`config.mk`:
```
export PLATFORM = sky130hd
export DESIGN_NAME = epoch_seconds_to_calendar_date
export DESIGN_NICKNAME = d
export VERILOG_FILES = /design/src/rtl/core/ecd_pkg.sv /design/src/rtl/core/epoch_seconds_to_calendar_date.sv /design/src/rtl/core/ecd_sequencer.sv /design/src/rtl/core/ecd_datapath.sv
export SDC_FILE = /design/constraint.sdc
export NUM_CORES = 1
export LEC_CHECK = 0
export BUFFER_PORTS_ARGS = -buffer_cell sky130_fd_sc_hd__buf_2
export CAP_MARGIN = 0
export CORE_MARGIN = 2
export CORE_UTILIZATION = 60
export CTS_BUF_LIST = sky130_fd_sc_hd__clkbuf_4 sky130_fd_sc_hd__clkbuf_8
export DETAILED_ROUTE_END_ITERATION = 10
export PLACE_DENSITY = 0.76
export SKIP_CTS_REPAIR_TIMING = 1
export SYNTH_ARGS = -nofsm -noshare
export SYNTH_HDL_FRONTEND = slang
export SYNTH_SLANG_ARGS = --single-unit
```
`constraint.sdc`:
```
create_clock -name clk -period 8.3 [get_ports clk]
set_clock_uncertainty 0.05 [all_clocks]
set_input_delay 1.66 -clock clk [delete_from_list [all_inputs] [get_ports clk]]
set_output_delay 1.66 -clock clk [all_outputs]
set_load 0.02 [all_outputs]
```
`src/rtl/core/ecd_pkg.sv`:
```
// Package: microcode word, datapath op codes, constants and tables for the epoch-to-date converter.
`default_nettype none

package ecd_pkg;

    // Step counter width and program length
    localparam int STEP_W      = 4;
    localparam int UCODE_DEPTH = 9;

    // Field widths
    localparam int SECS_W  = 32;
    localparam int DAYS_W  = 16;
    localparam int YEAR_W  = 12;
    localparam int MONTH_W = 4;
    localparam int DAY_W   = 5;
    localparam int HOUR_W  = 5;
    localparam int MIN_W   = 6;
    localparam int SEC_W   = 6;
    localparam int YLEN_W  = 9;

    // Calendar constants
    localparam logic [SECS_W-1:0]  SECS_PER_DAY  = 32'd86400;
    localparam logic [SECS_W-1:0]  SECS_PER_HOUR = 32'd3600;
    localparam logic [SECS_W-1:0]  SECS_PER_MIN  = 32'd60;
    localparam logic [YEAR_W-1:0]  EPOCH_YEAR    = 12'd1970;
    // Only century year in 1970..2106 that is not a leap year
    localparam logic [YEAR_W-1:0]  SKIP_CENTURY  = 12'd2100;
    localparam logic [MONTH_W-1:0] MONTH_JAN     = 4'd1;
    localparam logic [MONTH_W-1:0] MONTH_FEB     = 4'd2;
    localparam logic [MONTH_W-1:0] MONTH_DEC     = 4'd12;
    localparam logic [YLEN_W-1:0]  DAYS_LEAP     = 9'd366;
    localparam logic [YLEN_W-1:0]  DAYS_COMMON   = 9'd365;

    // Reciprocal division: q = (t * RECIP) >> SH with t the dividend shifted
    // right by PRE; exact over every dividend that can reach it.
    // 86400 = 675 << 7, 3600 = 225 << 4, 60 = 15 << 2.
    localparam int DAY_PRE     = 7;
    localparam int DAY_SH      = 35;
    localparam int DAY_PROD_W  = 51;   // 25-bit operand times 26-bit reciprocal
    localparam logic [DAY_PROD_W-1:0]  DAY_RECIP  = 51'd50903317;
    localparam int HOUR_PRE    = 4;
    localparam int HOUR_IN_W   = 17;   // remainder of a day is below 86400
    localparam int HOUR_SH     = 21;
    localparam int HOUR_PROD_W = 27;   // 13-bit operand times 14-bit reciprocal
    localparam logic [HOUR_PROD_W-1:0] HOUR_RECIP = 27'd9321;
    localparam int MIN_PRE     = 2;
    localparam int MIN_IN_W    = 12;   // remainder of an hour is below 3600
    localparam int MIN_SH      = 14;
    localparam int MIN_PROD_W  = 21;   // 10-bit operand times 11-bit reciprocal
    localparam logic [MIN_PROD_W-1:0]  MIN_RECIP  = 21'd1093;

    // Datapath operations
    typedef enum logic [3:0] {
        OP_DAY_Q  = 4'd0,  // seconds / 86400 -> day count
        OP_DAY_R  = 4'd1,  // seconds left in the day
        OP_HOUR_Q = 4'd2,  // remainder / 3600 -> hour
        OP_HOUR_R = 4'd3,  // seconds left in the hour
        OP_MIN_Q  = 4'd4,  // remainder / 60 -> minute
        OP_MIN_R  = 4'd5,  // remainder -> second, loop counters to epoch
        OP_YEAR   = 4'd6,  // take one year off the day count
        OP_MONTH  = 4'd7,  // take one month off the day count
        OP_DONE   = 4'd8   // raise the result strobe
    } ucode_op_t;

    // One control word
    typedef struct packed {
        ucode_op_t         op;
        logic              jump;    // jump to target while the datapath condition holds
        logic [STEP_W-1:0] target;
    } ucode_word_t;

    // Loop entry points
    localparam logic [STEP_W-1:0] STEP_YEAR  = 4'd6;
    localparam logic [STEP_W-1:0] STEP_MONTH = 4'd7;

    // Program ROM
    function automatic ucode_word_t ucode_fetch(input logic [STEP_W-1:0] step);
        ucode_word_t w;
        begin
            case (step)
                // split seconds into days, hours, minutes and seconds
                4'd0:  w = '{OP_DAY_Q,  1'b0, 4'd0};
                4'd1:  w = '{OP_DAY_R,  1'b0, 4'd0};
                4'd2:  w = '{OP_HOUR_Q, 1'b0, 4'd0};
                4'd3:  w = '{OP_HOUR_R, 1'b0, 4'd0};
                4'd4:  w = '{OP_MIN_Q,  1'b0, 4'd0};
                4'd5:  w = '{OP_MIN_R,  1'b0, 4'd0};
                // year and month loops
                4'd6:  w = '{OP_YEAR,   1'b1, STEP_YEAR};
                4'd7:  w = '{OP_MONTH,  1'b1, STEP_MONTH};
                4'd8:  w = '{OP_DONE,   1'b0, 4'd0};
                default: w = '{OP_DONE, 1'b0, 4'd0};
            endcase
            return w;
        end
    endfunction

    // Leap rule over 1970..2106: 2000 is leap, 2100 is the only skipped century
    function automatic logic is_leap(input logic [YEAR_W-1:0] y);
        begin
            return (y[1:0] == 2'b00) && (y != SKIP_CENTURY);
        end
    endfunction

    // Days in a month
    function automatic logic [DAY_W-1:0] month_length(input logic [MONTH_W-1:0] m,
                                                      input logic leap);
        logic [DAY_W-1:0] len;
        begin
            case (m)
                4'd1:    len = 5'd31;
                4'd2:    len = leap ? 5'd29 : 5'd28;
                4'd3:    len = 5'd31;
                4'd4:    len = 5'd30;
                4'd5:    len = 5'd31;
                4'd6:    len = 5'd30;
                4'd7:    len = 5'd31;
                4'd8:    len = 5'd31;
                4'd9:    len = 5'd30;
                4'd10:   len = 5'd31;
                4'd11:   len = 5'd30;
                4'd12:   len = 5'd31;
                default: len = 5'd31;
            endcase
            return len;
        end
    endfunction

endpackage

`default_nettype wire

```
`src/rtl/core/epoch_seconds_to_calendar_date.sv`:
```
// Top level: Unix seconds to UTC calendar date and time of day.
//
// Pulse start with epoch_seconds while busy is low; the value is taken at that
// edge and busy rises. A microcoded sequencer then splits off days, hours and
// minutes by reciprocal multiplication, one quotient or remainder per cycle,
// takes one year off the day count per cycle from 1970, then one month per
// cycle from January. The result sits on the cal_* ports from the single cycle
// in which done is high until the next conversion begins to overwrite it; the
// receiver cannot stall the block, so it must capture on done. A new start may
// come in that same cycle.
`default_nettype none

module epoch_seconds_to_calendar_date (
    input  wire logic                              clk,
    input  wire logic                              rst_n,
    input  wire logic                              start,
    input  wire logic [ecd_pkg::SECS_W-1:0]        epoch_seconds,
    output logic                                   busy,
    output logic                                   done,
    output logic [ecd_pkg::YEAR_W-1:0]             cal_year,
    output logic [ecd_pkg::MONTH_W-1:0]            cal_month,
    output logic [ecd_pkg::DAY_W-1:0]              cal_day,
    output logic [ecd_pkg::HOUR_W-1:0]             cal_hour,
    output logic [ecd_pkg::MIN_W-1:0]              cal_minute,
    output logic [ecd_pkg::SEC_W-1:0]              cal_second
);

    logic                  accept;
    logic                  cond;
    ecd_pkg::ucode_word_t  cw;

    // Input transfer
    assign accept = start && !busy;

    ecd_sequencer u_seq (
        .clk    (clk),
        .rst_n  (rst_n),
        .accept (accept),
        .cond   (cond),
        .cw     (cw),
        .busy   (busy),
        .done   (done)
    );

    ecd_datapath u_dp (
        .clk           (clk),
        .accept        (accept),
        .run           (busy),
        .cw            (cw),
        .epoch_seconds (epoch_seconds),
        .cond          (cond),
        .cal_year      (cal_year),
        .cal_month     (cal_month),
        .cal_day       (cal_day),
        .cal_hour      (cal_hour),
        .cal_minute    (cal_minute),
        .cal_second    (cal_second)
    );

endmodule

`default_nettype wire

```
`src/rtl/core/ecd_sequencer.sv`:
```
// Microcode sequencer: step counter, program fetch, conditional jumps and result strobe.
`default_nettype none

module ecd_sequencer (
    input  wire logic                       clk,
    input  wire logic                       rst_n,
    input  wire logic                       accept,
    input  wire logic                       cond,
    output ecd_pkg::ucode_word_t            cw,
    output logic                            busy,
    output logic                            done
);

    logic                          busy_reg, busy_next;
    logic                          done_reg, done_next;
    logic [ecd_pkg::STEP_W-1:0]    step_reg, step_next;

    // Fetch the current control word
    assign cw = ecd_pkg::ucode_fetch(step_reg);

    // Next step: restart on a transfer, jump while the loop condition holds
    always_comb
    begin
        busy_next = busy_reg;
        done_next = 1'b0;
        step_next = step_reg;
        if (accept)
        begin
            busy_next = 1'b1;
            step_next = '0;
        end
        else if (busy_reg)
        begin
            if (cw.op == ecd_pkg::OP_DONE)
            begin
                busy_next = 1'b0;
                done_next = 1'b1;
            end
            else if (cw.jump && cond)
            begin
                step_next = cw.target;
            end
            else
            begin
                step_next = step_reg + 1'b1;
            end
        end
    end

    always_ff @(posedge clk or negedge rst_n)
    begin
        if (!rst_n)
        begin
            busy_reg <= 1'b0;
            done_reg <= 1'b0;
            step_reg <= '0;
        end
        else
        begin
            busy_reg <= busy_next;
            done_reg <= done_next;
            step_reg <= step_next;
        end
    end

    assign busy = busy_reg;
    assign done = done_reg;

endmodule

`default_nettype wire

```
`src/rtl/core/ecd_datapath.sv`:
```
// Datapath: reciprocal dividers, day count, year and month reduction, result registers.
`default_nettype none

module ecd_datapath (
    input  wire logic                              clk,
    input  wire logic                              accept,
    input  wire logic                              run,
    input  wire ecd_pkg::ucode_word_t              cw,
    input  wire logic [ecd_pkg::SECS_W-1:0]        epoch_seconds,
    output logic                                   cond,
    output logic [ecd_pkg::YEAR_W-1:0]             cal_year,
    output logic [ecd_pkg::MONTH_W-1:0]            cal_month,
    output logic [ecd_pkg::DAY_W-1:0]              cal_day,
    output logic [ecd_pkg::HOUR_W-1:0]             cal_hour,
    output logic [ecd_pkg::MIN_W-1:0]              cal_minute,
    output logic [ecd_pkg::SEC_W-1:0]              cal_second
);

    logic [ecd_pkg::SECS_W-1:0]  acc_reg, acc_next;
    logic [ecd_pkg::DAYS_W-1:0]  days_reg, days_next;
    logic [ecd_pkg::YEAR_W-1:0]  year_reg, year_next;
    logic [ecd_pkg::MONTH_W-1:0] month_reg, month_next;
    logic [ecd_pkg::HOUR_W-1:0]  hour_reg, hour_next;
    logic [ecd_pkg::MIN_W-1:0]   minute_reg, minute_next;
    logic [ecd_pkg::SEC_W-1:0]   second_reg, second_next;

    logic [ecd_pkg::DAY_PROD_W-1:0]  day_prod;
    logic [ecd_pkg::HOUR_PROD_W-1:0] hour_prod;
    logic [ecd_pkg::MIN_PROD_W-1:0]  min_prod;
    logic [ecd_pkg::SECS_W-1:0]      day_secs;
    logic [ecd_pkg::SECS_W-1:0]      hour_secs;
    logic [ecd_pkg::SECS_W-1:0]      min_secs;
    logic [ecd_pkg::SECS_W-1:0]      sec_left;
    logic                        leap;
    logic [ecd_pkg::YLEN_W-1:0]  ylen;
    logic [ecd_pkg::DAY_W-1:0]   mlen;
    logic                        year_ge;
    logic                        month_ge;

    // Quotients by reciprocal multiplication (effective 25x26, 13x14, 10x11)
    assign day_prod  = {{(ecd_pkg::DAY_PROD_W-ecd_pkg::SECS_W+ecd_pkg::DAY_PRE){1'b0}},
                        acc_reg[ecd_pkg::SECS_W-1:ecd_pkg::DAY_PRE]} * ecd_pkg::DAY_RECIP;
    assign hour_prod = {{(ecd_pkg::HOUR_PROD_W-ecd_pkg::HOUR_IN_W+ecd_pkg::HOUR_PRE){1'b0}},
                        acc_reg[ecd_pkg::HOUR_IN_W-1:ecd_pkg::HOUR_PRE]} * ecd_pkg::HOUR_RECIP;
    assign min_prod  = {{(ecd_pkg::MIN_PROD_W-ecd_pkg::MIN_IN_W+ecd_pkg::MIN_PRE){1'b0}},
                        acc_reg[ecd_pkg::MIN_IN_W-1:ecd_pkg::MIN_PRE]} * ecd_pkg::MIN_RECIP;

    // Whole units back in seconds; never above the dividend, so 32 bits hold them
    assign day_secs  = {{(ecd_pkg::SECS_W-ecd_pkg::DAYS_W){1'b0}}, days_reg}
                     * ecd_pkg::SECS_PER_DAY;
    assign hour_secs = {{(ecd_pkg::SECS_W-ecd_pkg::HOUR_W){1'b0}}, hour_reg}
                     * ecd_pkg::SECS_PER_HOUR;
    assign min_secs  = {{(ecd_pkg::SECS_W-ecd_pkg::MIN_W){1'b0}}, minute_reg}
                     * ecd_pkg::SECS_PER_MIN;
    assign sec_left  = acc_reg - min_secs;

    // Year and month lengths for the current year
    assign leap     = ecd_pkg::is_leap(year_reg);
    assign ylen     = leap ? ecd_pkg::DAYS_LEAP : ecd_pkg::DAYS_COMMON;
    assign mlen     = ecd_pkg::month_length(month_reg, leap);
    assign year_ge  = days_reg >= {{(ecd_pkg::DAYS_W-ecd_pkg::YLEN_W){1'b0}}, ylen};
    assign month_ge = (month_reg < ecd_pkg::MONTH_DEC)
                   && (days_reg >= {{(ecd_pkg::DAYS_W-ecd_pkg::DAY_W){1'b0}}, mlen});

    // Loop condition seen by the sequencer
    always_comb
    begin
        case (cw.op)
            ecd_pkg::OP_YEAR:  cond = year_ge;
            ecd_pkg::OP_MONTH: cond = month_ge;
            default:           cond = 1'b0;
        endcase
    end

    // Execute the control word
    always_comb
    begin
        acc_next    = acc_reg;
        days_next   = days_reg;
        year_next   = year_reg;
        month_next  = month_reg;
        hour_next   = hour_reg;
        minute_next = minute_reg;
        second_next = second_reg;
        if (accept)
        begin
            acc_next = epoch_seconds;
        end
        else if (run)
        begin
            case (cw.op)
                ecd_pkg::OP_DAY_Q:
                begin
                    days_next = day_prod[ecd_pkg::DAY_SH +: ecd_pkg::DAYS_W];
                end
                ecd_pkg::OP_DAY_R:
                begin
                    acc_next = acc_reg - day_secs;
                end
                ecd_pkg::OP_HOUR_Q:
                begin
                    hour_next = hour_prod[ecd_pkg::HOUR_SH +: ecd_pkg::HOUR_W];
                end
                ecd_pkg::OP_HOUR_R:
                begin
                    acc_next = acc_reg - hour_secs;
                end
                ecd_pkg::OP_MIN_Q:
                begin
                    minute_next = min_prod[ecd_pkg::MIN_SH +: ecd_pkg::MIN_W];
                end
                ecd_pkg::OP_MIN_R:
                begin
                    second_next = sec_left[ecd_pkg::SEC_W-1:0];
                    year_next   = ecd_pkg::EPOCH_YEAR;
                    month_next  = ecd_pkg::MONTH_JAN;
                end
                ecd_pkg::OP_YEAR:
                begin
                    if (year_ge)
                    begin
                        days_next = days_reg - {{(ecd_pkg::DAYS_W-ecd_pkg::YLEN_W){1'b0}}, ylen};
                        year_next = year_reg + 1'b1;
                    end
                end
                ecd_pkg::OP_MONTH:
                begin
                    if (month_ge)
                    begin
                        days_next  = days_reg - {{(ecd_pkg::DAYS_W-ecd_pkg::DAY_W){1'b0}}, mlen};
                        month_next = month_reg + 1'b1;
                    end
                end
                default:
                begin
                end
            endcase
        end
    end

    // Payload registers
    always_ff @(posedge clk)
    begin
        acc_reg    <= acc_next;
        days_reg   <= days_next;
        year_reg   <= year_next;
        month_reg  <= month_next;
        hour_reg   <= hour_next;
        minute_reg <= minute_next;
        second_reg <= second_next;
    end

    // Day of month counts from 1; remaining days stay below 31 here
    assign cal_year   = year_reg;
    assign cal_month  = month_reg;
    assign cal_day    = days_reg[ecd_pkg::DAY_W-1:0] + 1'b1;
    assign cal_hour   = hour_reg;
    assign cal_minute = minute_reg;
    assign cal_second = second_reg;

endmodule

`default_nettype wire
```
==> metrics.md <==
| Metric | Value |
|---|---|
| Critical Path Slowest Stage Cell | `a2111oi_0` |
| Initial antenna violation count | `0` |
| Pre-CTS WS | `about 0.6 ns` |
| R2r worst-path depth | `19` |
| WP data required | `~8.4 ns` |
| Final hold viol count | `0` |
| Number of library cell types mapped by synthesis | `84` |
| Final WL | `roughly 57 mm` |
| Core area | `approximately 0.037 mm²` |
| Max frequency | `0.1278 GHz` |
| CP endpoint kind | `flop` |
| Final period util | `0.9431` |
| Worst-Skew Late Latency | `around 0.40 ns` |
| Gr ovfl total | `0` |
| Root Driver | `clkbuf_8` |
| Largest family of logic cells by synthesized area | `adder cells` |
| Antenna violation net count after detailed routing | `0` |
| Placed insts | `between 2000 and 3000` |
| Number of diodes | `0` |
| Residual DRC count | `0` |
| Crit Path Class | `flop to flop` |
| Rel. slew slack | `0.1571` |
| Ratio of cells with drive above 1 in the final layout | `0.05538` |
| CP peak stage delay | `between 1 and 1.5 ns` |
| Post-Synth Adder-Cell Area | `0.5398` |
| Count of flip-flops with a built-in enable after synthesis | `81` |
| Detailed Place HPWL | `between 40 and 50 mm` |
| Mux cell area share after synthesis | `0.0008822` |
| CTS tree | `built` |
| Synthesized cell area | `0.02269 mm²` |
| Final setup TNS | `0 ns` |
| Final WS setup | `around 0.47 ns` |
| Slew @ Worst Pin | `between 1 and 1.5 ns` |
| CP max FO | `10` |
| Num ports | `between 70 and 80` |
| Commonest non-fill, non-tap cell in the layout | `ha_1` |
| Crit path time final | `between 7 and 8 ns` |
| Combined area of the multi-input logic cells | `between 0.015 and 0.02 mm²` |
| Cell Rows | `between 70 and 80` |
| CTS Buffer Depth | `2` |
| Storage element area | `~0.0026 mm²` |
| # nets final | `roughly 3300` |
| CTS Sinks | `87` |
| Port bufs | `between 70 and 80` |
| First-pass GRT wire length | `90.60 mm` |
| Unrepaired setup endpoints after global routing | `false` |
| Routability cong. | `about 0.93` |
| Sequential-to-total area share from yosys stat | `0.1138` |
| Max_cap viols | `0` |
| Reg2reg start | `u_dp.acc_reg[21]$_DFFE_PP_` |
| Fillers | `3115` |
| Ys flop type | `edfxtp_1` |
| Via density | `~5.8` |
| Via count | `between 15000 and 20000` |
| Syn. warnings | `0` |
| Starting Density | `0.6053` |
| CP Depth | `19` |
| CP most frequent cell | `fa_1` |
| Gr usage total | `0.2980` |
| Worst EP arrival | `about 7.9 ns` |
| Routed length per instance | `between 15 and 20 µm` |
| Simple-Gate Fraction of Synth Area | `0.08006` |
| Synth Area in Compound Gates | `0.1221` |
| R2R Path End | `u_dp.days_reg[2]$_DFFE_PP_` |
| Critical Path, Cell by Cell | `inv_1, ha_1, fa_1, ha_1, fa_1, fa_1, fa_1, inv_1, fa_1, inv_1, ha_1, nand2_1, nor2_1, nand3_1, a2111oi_0, o311ai_0, a31oi_1, xnor2_1, a21oi_1` |
| CTS Buf Count | `9` |
| CTS clk-pin slew, worst paths | `approximately 0.11 ns` |
| Max reg flops | `32` |
| Asr flop ratio synth | `0.06897` |
| Yosys reg bits | `between 80 and 90` |
| Setup crit start | `u_dp.acc_reg[21]$_DFFE_PP_` |
| Syn Area/Cell | `roughly 9.4 µm²` |
| Commonest non-fill, non-tap cells in the layout | `571 x ha_1, 557 x inv_1, 255 x fa_1` |
| Worst min path class | `flop to flop` |
| Die Footprint | `slightly below 0.04 mm²` |
| Setup violations, final | `0` |
| Largest net degree at the start of global routing | `44` |
| Status | `completed` |
| Xor-xnor portion of the synthesized cell area | `0.04593` |
| Initial DRC count | `1165` |
| Largest delay contributor family on the critical path | `adder cells` |
| Non-Filler Instances | `~3000` |
| Worst setup SP type | `flop` |
| Vias in the first global route | `between 15000 and 20000` |
| Area Overhead vs Synth | `5.442%` |
| Die span in x | `between 150 and 200 µm` |
| R2r setup slk | `roughly 0.47 ns` |
| H-tree depth | `3` |
| CP Buf/Inv Count | `3` |
| Max Slew Vio Count | `0` |
| Initial DRT Pass Iterations | `5` |
| Setup crit end | `u_dp.days_reg[2]$_DFFE_PP_` |
| Die height | `roughly 200 µm` |
| Syn nets | `3273` |
| Cell count after synthesis | `2412` |
cell usage after synthesis (all sizes together) (8+ instances only):
cell type  number  share of area
a2111oi        10         0.0061
a211o          11         0.0042
a211oi          8         0.0029
a21o           51          0.017
a21oi         116          0.026
a31oi          15         0.0041
and2           10         0.0028
and3           16         0.0044
clkbuf         23         0.0038
edfxtp         81           0.11
fa            255           0.22
ha            571           0.31
inv           558          0.092
nand2         115          0.019
nand2b         19         0.0052
nand3          30         0.0066
nand4          19         0.0052
nor2           94          0.016
nor2b          11         0.0030
nor3           25         0.0055
o211ai         15         0.0052
o21a           19         0.0063
o21ai          83          0.018
o21bai         11         0.0036
o221ai          9         0.0037
o22ai          14         0.0041
o31ai          11         0.0039
xnor2          78          0.030
xor2           41          0.016
layout make-up:
| class | instances | share of cell area |
|---|---|---|
| clock buffers | 9 | 0.005177 |
| clock inverters | 7 | 0.003033 |
| inverters | 558 | 0.08754 |
| multi-input cells | 1738 | 0.7482 |
| flip-flops and latches | 87 | 0.1079 |
| well taps | 511 | 0.02672 |
| repair buffers | 93 | 0.02144 |
routing by layer:
layer	wire length, µm	up-vias	track usage
li1	-	8206	-
met1	24900	8507	0.3972
met2	27700	529	0.5168
met3	2908	84	0.03221
met4	1597	0	0.07988
met5	0	-	0
cell families (layout without fill, tap and decap cells):
kind of cell | after synthesis | after routing
XOR/XNOR | 119 | 119
adder cells (fa/ha/maj) | 826 | 826
buffers and inverters | 587 | 667
AO/OA/AOI/OAI | 414 | 414
AND/OR/NAND/NOR | 377 | 377
multiplexers | 2 | 2
flip-flops | 87 | 87
per-stage QoR:
stage / util / hold slack [ns] / instance area, µm²
global route: 0.6382 / 0.3942 / 23930
global placement: 0.6330 / 0.3522 / 23730
detailed placement: 0.6330 / 0.3554 / 23730
CTS: 0.6382 / 0.3796 / 23930
finish: 0.6382 / 0.3772 / 23930
floorplan: - / 0.3503 / 22690
how the worst min path moves through the flow:
stage / from / end / slack (ns) / cells past startpoint
4_1_cts: u_dp.acc_reg[1]$_DFFE_PP_ / u_dp.cal_second[1]$_DFFE_PP_ / 0.38 / 0
2_1_floorplan: u_dp.acc_reg[0]$_DFFE_PP_ / u_dp.cal_second[0]$_DFFE_PP_ / 0.35 / 0
5_1_grt: u_dp.acc_reg[1]$_DFFE_PP_ / u_dp.cal_second[1]$_DFFE_PP_ / 0.39 / 0
3_5_place_dp: u_dp.acc_reg[1]$_DFFE_PP_ / u_dp.cal_second[1]$_DFFE_PP_ / 0.36 / 0
3_3_place_gp: u_dp.acc_reg[0]$_DFFE_PP_ / u_dp.cal_second[0]$_DFFE_PP_ / 0.35 / 0
6_report: u_dp.acc_reg[1]$_DFFE_PP_ / u_dp.cal_second[1]$_DFFE_PP_ / 0.38 / 0
Power is left out: the tool's default activity adds up to more than one toggle a clock period on the data nets, which glitch-free logic cannot reach.
